===== src/rtl/md5d_pkg.sv =====
`timescale 1ns / 1ps

package md5d_pkg;

  localparam logic [31:0] IV_A = 32'h67452301;
  localparam logic [31:0] IV_B = 32'hefcdab89;
  localparam logic [31:0] IV_C = 32'h98badcfe;
  localparam logic [31:0] IV_D = 32'h10325476;
  localparam logic [7:0]  PAD_BYTE = 8'h80;

  localparam logic [31:0] K_TABLE [64] = '{
    32'hd76aa478, 32'he8c7b756, 32'h242070db, 32'hc1bdceee,
    32'hf57c0faf, 32'h4787c62a, 32'ha8304613, 32'hfd469501,
    32'h698098d8, 32'h8b44f7af, 32'hffff5bb1, 32'h895cd7be,
    32'h6b901122, 32'hfd987193, 32'ha679438e, 32'h49b40821,
    32'hf61e2562, 32'hc040b340, 32'h265e5a51, 32'he9b6c7aa,
    32'hd62f105d, 32'h02441453, 32'hd8a1e681, 32'he7d3fbc8,
    32'h21e1cde6, 32'hc33707d6, 32'hf4d50d87, 32'h455a14ed,
    32'ha9e3e905, 32'hfcefa3f8, 32'h676f02d9, 32'h8d2a4c8a,
    32'hfffa3942, 32'h8771f681, 32'h6d9d6122, 32'hfde5380c,
    32'ha4beea44, 32'h4bdecfa9, 32'hf6bb4b60, 32'hbebfbc70,
    32'h289b7ec6, 32'heaa127fa, 32'hd4ef3085, 32'h04881d05,
    32'hd9d4d039, 32'he6db99e5, 32'h1fa27cf8, 32'hc4ac5665,
    32'hf4292244, 32'h432aff97, 32'hab9423a7, 32'hfc93a039,
    32'h655b59c3, 32'h8f0ccc92, 32'hffeff47d, 32'h85845dd1,
    32'h6fa87e4f, 32'hfe2ce6e0, 32'ha3014314, 32'h4e0811a1,
    32'hf7537e82, 32'hbd3af235, 32'h2ad7d2bb, 32'heb86d391
  };

  localparam logic [4:0] S_TABLE [16] = '{
    5'd7, 5'd12, 5'd17, 5'd22, 5'd5, 5'd9, 5'd14, 5'd20,
    5'd4, 5'd11, 5'd16, 5'd23, 5'd6, 5'd10, 5'd15, 5'd21
  };

  // source of the word written into the block buffer
  typedef enum logic [2:0] {
    SRC_IN,
    SRC_IN_PAD,
    SRC_PAD80,
    SRC_ZERO,
    SRC_LEN_LO,
    SRC_LEN_HI
  } src_t;

  typedef struct packed {
    logic push;       // write one word at the current slot
    src_t src;
    logic count;      // add the accepted beat's bytes to the total
    logic start;      // load working regs from chaining value, round 0
    logic round;      // run one round
    logic chain_add;  // fold working regs into chaining value
    logic emit;       // move digest to output, restore initial state
  } dp_cmd_t;

  typedef struct packed {
    logic pos_14;
    logic pos_15;
    logic round_last;
    logic out_busy;
  } dp_status_t;

  function automatic logic [3:0] msg_index(input logic [5:0] r);
    logic [3:0] r4;
    logic [3:0] g;
    r4 = r[3:0];
    case (r[5:4])
      2'd0:    g = r4;
      2'd1:    g = 4'(5 * r4 + 1);
      2'd2:    g = 4'(3 * r4 + 5);
      default: g = 4'(7 * r4);
    endcase
    return g;
  endfunction

  function automatic logic [31:0] round_fn(input logic [1:0] grp, input logic [31:0] b,
                                           input logic [31:0] c, input logic [31:0] d);
    logic [31:0] f;
    case (grp)
      2'd0:    f = (b & c) | (~b & d);
      2'd1:    f = (d & b) | (~d & c);
      2'd2:    f = b ^ c ^ d;
      default: f = c ^ (b | ~d);
    endcase
    return f;
  endfunction

endpackage


===== src/rtl/md5_digest_unit.sv =====
`timescale 1ns / 1ps

// MD5 over a stream of 32-bit little-endian words (first byte in bits 7:0);
// the final beat carries 0 to 4 message bytes. A word is taken only in the
// idle state, not while a block is padded, compressed or emitted. The word
// that completes a 64-byte block also starts the compression: 64 rounds,
// one per cycle through a single round unit, then an add into the chaining
// value. After the final beat the padding and length words are written one
// per cycle, apart from the compression of each block they close (one or
// two), and then the digest is moved to the output register. The digest
// leaves as two 64-bit beats, bytes 0-7 with last_res low, then bytes 8-15
// with last_res high; the next message may be fed while they wait, and a
// new digest waits until both have gone.

module md5_digest_unit (
  input  logic        clk,
  input  logic        rst,
  input  logic        in_valid,
  output logic        in_ready,
  input  logic [31:0] data_word,
  input  logic [2:0]  valid_bytes,
  input  logic        last,
  output logic        out_valid,
  input  logic        out_ready,
  output logic [63:0] digest_part,
  output logic        last_res
);
  import md5d_pkg::*;

  dp_cmd_t    cmd;
  dp_status_t status;

  md5d_ctrl u_ctrl (
    .clk         (clk),
    .rst         (rst),
    .in_valid    (in_valid),
    .in_ready    (in_ready),
    .valid_bytes (valid_bytes),
    .last        (last),
    .status      (status),
    .cmd         (cmd)
  );

  md5d_dp u_dp (
    .clk         (clk),
    .rst         (rst),
    .data_word   (data_word),
    .valid_bytes (valid_bytes),
    .last        (last),
    .cmd         (cmd),
    .status      (status),
    .out_valid   (out_valid),
    .out_ready   (out_ready),
    .digest_part (digest_part),
    .last_res    (last_res)
  );

  // compression only starts on the write that fills the last slot
  a_start_on_full: assert property (@(posedge clk) disable iff (rst)
    cmd.start |-> (cmd.push && status.pos_15))
    else $error("compression started before block was full");

  // no buffer write while rounds are reading the block
  a_no_push_in_rounds: assert property (@(posedge clk) disable iff (rst)
    cmd.round |-> (!cmd.push && !in_ready))
    else $error("block buffer written during rounds");

  // a new digest never overwrites one still being sent
  a_emit_when_free: assert property (@(posedge clk) disable iff (rst)
    cmd.emit |-> !out_valid)
    else $error("digest emitted over pending output");

  a_emit_first_half: assert property (@(posedge clk) disable iff (rst)
    cmd.emit |=> (out_valid && !last_res))
    else $error("digest output did not start with first half");

  a_second_half_ends: assert property (@(posedge clk) disable iff (rst)
    (out_valid && out_ready && last_res) |=> !out_valid)
    else $error("output still valid after second half beat");

endmodule


===== src/rtl/md5d_ctrl.sv =====
`timescale 1ns / 1ps

module md5d_ctrl (
  input  logic                   clk,
  input  logic                   rst,
  input  logic                   in_valid,
  output logic                   in_ready,
  input  logic [2:0]             valid_bytes,
  input  logic                   last,
  input  md5d_pkg::dp_status_t   status,
  output md5d_pkg::dp_cmd_t      cmd
);
  import md5d_pkg::*;

  typedef enum logic [2:0] {
    S_IDLE,
    S_PAD,
    S_COMP,
    S_ADD,
    S_EMIT
  } state_t;

  state_t state, state_next;
  logic   fin, fin_next;          // message is being finished
  logic   pend80, pend80_next;    // pad byte still owed as a word of its own
  logic   lo_sent, lo_sent_next;  // low length word written
  logic   done, done_next;        // high length word written

  always_comb begin
    cmd          = '0;
    cmd.src      = SRC_ZERO;
    in_ready     = 1'b0;
    state_next   = state;
    fin_next     = fin;
    pend80_next  = pend80;
    lo_sent_next = lo_sent;
    done_next    = done;
    case (state)
      S_IDLE: begin
        in_ready = 1'b1;
        if (in_valid) begin
          cmd.push  = 1'b1;
          cmd.count = 1'b1;
          cmd.src   = (last && !valid_bytes[2]) ? SRC_IN_PAD : SRC_IN;
          fin_next    = last;
          pend80_next = last && valid_bytes[2];
          if (status.pos_15) begin
            cmd.start  = 1'b1;
            state_next = S_COMP;
          end else if (last) begin
            state_next = S_PAD;
          end
        end
      end
      S_PAD: begin
        cmd.push = 1'b1;
        if (pend80) begin
          cmd.src     = SRC_PAD80;
          pend80_next = 1'b0;
        end else if (status.pos_14) begin
          cmd.src      = SRC_LEN_LO;
          lo_sent_next = 1'b1;
        end else if (status.pos_15 && lo_sent) begin
          cmd.src   = SRC_LEN_HI;
          done_next = 1'b1;
        end else begin
          cmd.src = SRC_ZERO;
        end
        if (status.pos_15) begin
          cmd.start  = 1'b1;
          state_next = S_COMP;
        end
      end
      S_COMP: begin
        cmd.round = 1'b1;
        if (status.round_last) state_next = S_ADD;
      end
      S_ADD: begin
        cmd.chain_add = 1'b1;
        if (!fin)      state_next = S_IDLE;
        else if (done) state_next = S_EMIT;
        else           state_next = S_PAD;
      end
      S_EMIT: begin
        if (!status.out_busy) begin
          cmd.emit     = 1'b1;
          fin_next     = 1'b0;
          lo_sent_next = 1'b0;
          done_next    = 1'b0;
          state_next   = S_IDLE;
        end
      end
      default: state_next = S_IDLE;
    endcase
  end

  always_ff @(posedge clk) begin
    if (rst) begin
      state   <= S_IDLE;
      fin     <= 1'b0;
      pend80  <= 1'b0;
      lo_sent <= 1'b0;
      done    <= 1'b0;
    end else begin
      state   <= state_next;
      fin     <= fin_next;
      pend80  <= pend80_next;
      lo_sent <= lo_sent_next;
      done    <= done_next;
    end
  end

endmodule


===== src/rtl/md5d_dp.sv =====
`timescale 1ns / 1ps

module md5d_dp (
  input  logic                   clk,
  input  logic                   rst,
  input  logic [31:0]            data_word,
  input  logic [2:0]             valid_bytes,
  input  logic                   last,
  input  md5d_pkg::dp_cmd_t      cmd,
  output md5d_pkg::dp_status_t   status,
  output logic                   out_valid,
  input  logic                   out_ready,
  output logic [63:0]            digest_part,
  output logic                   last_res
);
  import md5d_pkg::*;

  logic [31:0]  mblk [16];
  logic [3:0]   pos;
  logic [60:0]  byte_total;
  logic [5:0]   round;
  logic [31:0]  cv_a, cv_b, cv_c, cv_d;
  logic [31:0]  wa, wb, wc, wd;
  logic [127:0] dig;
  logic         out_half;

  logic [2:0]   nbytes;
  logic [63:0]  bit_len;
  logic [31:0]  pad_word;
  logic [31:0]  push_word;

  assign nbytes  = valid_bytes[2] ? 3'd4 : valid_bytes;
  assign bit_len = {byte_total, 3'b000};

  always_comb begin
    case (valid_bytes[1:0])
      2'd0:    pad_word = {24'h0, PAD_BYTE};
      2'd1:    pad_word = {16'h0, PAD_BYTE, data_word[7:0]};
      2'd2:    pad_word = {8'h0, PAD_BYTE, data_word[15:0]};
      default: pad_word = {PAD_BYTE, data_word[23:0]};
    endcase
  end

  always_comb begin
    case (cmd.src)
      SRC_IN:     push_word = data_word;
      SRC_IN_PAD: push_word = pad_word;
      SRC_PAD80:  push_word = {24'h0, PAD_BYTE};
      SRC_LEN_LO: push_word = bit_len[31:0];
      SRC_LEN_HI: push_word = bit_len[63:32];
      default:    push_word = '0;
    endcase
  end

  // one round: f + a + K + M[g], rotate, add b
  logic [31:0] f_val, sum, rot;
  logic [63:0] dbl;
  logic [4:0]  shamt;

  assign f_val = round_fn(round[5:4], wb, wc, wd);
  assign sum   = f_val + wa + K_TABLE[round] + mblk[msg_index(round)];
  assign shamt = S_TABLE[{round[5:4], round[1:0]}];
  assign dbl   = {sum, sum} << shamt;
  assign rot   = dbl[63:32];

  always_ff @(posedge clk) begin
    if (cmd.push) mblk[pos] <= push_word;
    if (cmd.start) begin
      wa <= cv_a;
      wb <= cv_b;
      wc <= cv_c;
      wd <= cv_d;
    end else if (cmd.round) begin
      wa <= wd;
      wd <= wc;
      wc <= wb;
      wb <= wb + rot;
    end
    if (cmd.emit) dig <= {cv_d, cv_c, cv_b, cv_a};
  end

  always_ff @(posedge clk) begin
    if (rst) begin
      pos        <= '0;
      byte_total <= '0;
      round      <= '0;
      cv_a       <= IV_A;
      cv_b       <= IV_B;
      cv_c       <= IV_C;
      cv_d       <= IV_D;
      out_valid  <= 1'b0;
      out_half   <= 1'b0;
    end else begin
      if (cmd.emit) begin
        pos        <= '0;
        byte_total <= '0;
        cv_a       <= IV_A;
        cv_b       <= IV_B;
        cv_c       <= IV_C;
        cv_d       <= IV_D;
      end else begin
        if (cmd.push) pos <= pos + 4'd1;
        if (cmd.count) begin
          byte_total <= last ? byte_total + 61'(nbytes) : byte_total + 61'd4;
        end
        if (cmd.chain_add) begin
          cv_a <= cv_a + wa;
          cv_b <= cv_b + wb;
          cv_c <= cv_c + wc;
          cv_d <= cv_d + wd;
        end
      end
      if (cmd.start)      round <= '0;
      else if (cmd.round) round <= round + 6'd1;
      if (cmd.emit) begin
        out_valid <= 1'b1;
        out_half  <= 1'b0;
      end else if (out_valid && out_ready) begin
        if (out_half) out_valid <= 1'b0;
        else          out_half  <= 1'b1;
      end
    end
  end

  assign digest_part = out_half ? dig[127:64] : dig[63:0];
  assign last_res    = out_half;

  assign status.pos_14     = (pos == 4'd14);
  assign status.pos_15     = (pos == 4'd15);
  assign status.round_last = (round == 6'd63);
  assign status.out_busy   = out_valid;

endmodule


===== config.mk =====
export PLATFORM = sky130hd
export DESIGN_NAME = md5_digest_unit
export DESIGN_NICKNAME = d
export VERILOG_FILES = /design/src/rtl/md5d_pkg.sv /design/src/rtl/md5_digest_unit.sv /design/src/rtl/md5d_ctrl.sv /design/src/rtl/md5d_dp.sv
export SDC_FILE = /design/constraint.sdc
export NUM_CORES = 2
export LEC_CHECK = 0
export BUFFER_PORTS_ARGS = -buffer_cell sky130_fd_sc_hd__buf_2
export CAP_MARGIN = 40
export CORE_ASPECT_RATIO = 0.9
export CORE_MARGIN = 2
export CORE_UTILIZATION = 55
export DETAILED_ROUTE_END_ITERATION = 6
export GPL_ROUTABILITY_DRIVEN = 0
export PLACE_DENSITY = 0.71
export SYNTH_ARGS = -nofsm -noshare
export SYNTH_HDL_FRONTEND = slang
export SYNTH_SLANG_ARGS = --single-unit

===== constraint.sdc =====
create_clock -name clk -period 18.8 [get_ports clk]
set_input_delay 3.76 -clock clk [delete_from_list [all_inputs] [get_ports clk]]
set_output_delay 3.76 -clock clk [all_outputs]
set_load 0.05 [all_outputs]

==> impl_metrics.toml <==
[cells_and_area]
post-route-util_pct = 61.1
final_cell_area_sq_mm = 0.0612
final_cell_mix = "edfxtp_1 (768), nand2_1 (712), a21oi_1 (350)"
regArea_sq_mm = 0.0272
drive_above_1_share_pct = 12.8
multiInputGateArea_sq_mm = 0.0266
num-fill-cells = 8115
final_common_cell = "edfxtp_1"
layout.nets = 5531
synthToLayoutAreaGrowth_pct = 10.1

[yosys]
synth-seq-cells = 976
synthXorXnorAreaFrac_pct = 4.00
synth_adder_area_share_pct = 8.05
syn-instance-count = 5164
synth_compound_area_share_pct = 14.2
synth_top_family_by_area = "compound AO/OA/AOI/OAI gates"
synth_cell_types = 87
synth_nets = 5496
synthFlopType = "edfxtp_1"
synthMuxAreaShare_pct = 9.20
synthArstFlopShare_pct = 0
synth.avg_cell_area_sq_um = 10.8
synth_sequential_area_ratio_pct = 48.9
synth-simple-area-share_pct = 12.0
ys_warn_count = 0
synth_edf_count = 768
synth_area_sq_mm = 0.0556

[setup_path]
cp_max_fo = 58
critPathLaunchType = "flip-flop"
critical_path_class = "flip-flop to flip-flop"
arrival_ns = 13.70
crit_path_top_delay_cell = "ha_1"
cpPeakStageDelay_ns = 0.96
worst_ep_required_time_ns = 19.25
rrSetupSlack_ns = 5.54
end_kind = "flip-flop"

[floorplan]
fp.dieH_um = 306
start_util_pct = 55.5
io_pins = 107
die_w_um = 339
die-area_sq_mm = 0.104
fp-row-count = 110
core_sq_mm = 0.100

[clock_network]
cts-root-buf = "clkbuf_16"
postCtsHoldBufs = 0
clock_latency_ns = 0.73
cts_sinks = 976
cts_resized = 0
cts_tree = "done"
cts-htree-levels = 3
clockBufferDepth = 3
cts_inserted_buffers = 97
clkTransAtPathRegs_ns = 0.06
postCtsSetupRepairBufs = 0

[detailed_routing]
dr.pass1.iters = 7
postRouteAntennaNets = 0
viasPerCell = 6.37
routed_wl_um = 157000
wl_per_cell_um = 23.7
first_iter_violations = 5987
drc = 61
vias = 42216

[placement]
dpl_cell_area_sq_mm = 0.0579
port_buffers = 106
hpwl_um = 105000

[timing]
clock-skew-final_ns = 0.0705
rsz0062_at_grt = "false"
fmax_mhz = 75.4
finalSetupViolCount = 0
final_max_slew_viol_count = 0
hold_viol_final = 0
tightestPinTransition_ns = 1.02
slew_headroom_pct = 31.2
timing.setup.tns_ns = 0
fin_crit_sh_pct = 70.5
period_minus_slack_ns = 13.26

[global_routing]
grt_first_pass_wirelength_um = 240000
antenna_found_initial = 3
grt.overflow.total = 0
grt_usage_pct = 29.9
grt_pass1_vias = 39764
grt_max_degree = 94

[outcome]
status = "finished with violations"
failed_checks = "design-rule violations"

[run]
maxCapViolations = 0

[worst_hold_path]
min_path_type = "flip-flop to flip-flop"
==> logic make-up (layout without fill, tap and decap cells) <==
kind of cell	count (synthesis)	count (layout)
buf+inv	519	633
fa+ha+maj	322	322
other cells	0	2
simple gates	1522	1522
mux	331	331
xor+xnor	250	250
compound gates	1244	1244
flops	976	976
==> critical path, delay by kind of cell, from the launching register on <==
kind / cells / cell delay [ns]
AO/OA/AOI/OAI: 17 / 3.93
buffers and inverters: 7 / 2.31
multiplexers: 6 / 1.81
flip-flops: 1 / 0.31
adder cells (fa/ha/maj): 5 / 2.86
AND/OR/NAND/NOR: 5 / 1.09
XOR/XNOR: 2 / 0.52
==> area by class of cell <==
class | count | area share (%)
Inverter | 240 | 1.48
Multi-Input combinational cell | 3669 | 43.5
Tap cell | 1344 | 2.75
Clock buffer | 120 | 4.23
Clock inverter | 58 | 1.20
Antenna cell | 2 | 0.00817
Sequential cell | 976 | 44.5
Timing Repair Buffer | 215 | 2.39
==> registers in the layout, indices dropped and copies added (netlist names), 4 cells and up <==
name	flops
u_dp.wa	32
u_dp.cv_b	32
u_dp.cv_c	32
u_dp.wb	32
u_dp.wc	32
u_dp.mblk	512
u_dp.pos	4
u_dp.cv_a	32
u_dp.wd	32
u_dp.byte_total	61
u_dp.cv_d	32
u_dp.dig	128
u_dp.round	6
==> layer usage <==
metal,track usage [%],wire (um)
met5,0,40
met3,6.55,15900
met2,44.2,67800
met1,43.3,66800
met4,11.6,6730
==> synth_stat cells, drive strengths merged (29+ instances only) <==
master | instances | area [sq um]
a211oi | 85 | 638
a21oi | 351 | 1760
o221a | 29 | 327
nor3 | 87 | 440
fa | 70 | 1400
nand3 | 128 | 641
edfxtp | 768 | 23100
ha | 222 | 2780
and2 | 46 | 288
mux2 | 90 | 1010
clkbuf | 216 | 812
xor2 | 130 | 1140
o21ai | 277 | 1390
a31oi | 127 | 795
xnor2 | 119 | 1060
o211ai | 54 | 405
inv | 239 | 897
maj3 | 30 | 300
nand2 | 713 | 2680
o21a | 35 | 263
a21o | 78 | 586
buf | 63 | 265
nand2b | 34 | 213
nor2b | 35 | 219
dfxtp | 208 | 4160
mux4 | 135 | 3040
nor2 | 346 | 1300
mux2i | 106 | 1060
==> path summary, 6_finish.rpt <==
check	from	end	cells after the start
max reg2reg	u_dp.round[1]	u_dp.wb[31]	42
min reg2reg	u_ctrl.lo_sent	u_ctrl.lo_sent	2
min	u_ctrl.lo_sent	u_ctrl.lo_sent	2
max	u_dp.round[1]	u_dp.wb[31]	42
==> stage by stage <==
stage | hold slack, ns | setup WS, ns | instances
finish | 0.478 | 5.54 | 6624
floorplan | 0.439 | 2.86 | 5164
global route | 0.507 | 4.77 | 6622
detailed placement | 0.466 | 6.10 | 6441
global placement | 0.451 | 6.26 | 6424
CTS | 0.481 | 5.96 | 6619
Power is not shown: default switching activity piles up to over one toggle a cycle in this logic, so the estimate is an artifact.
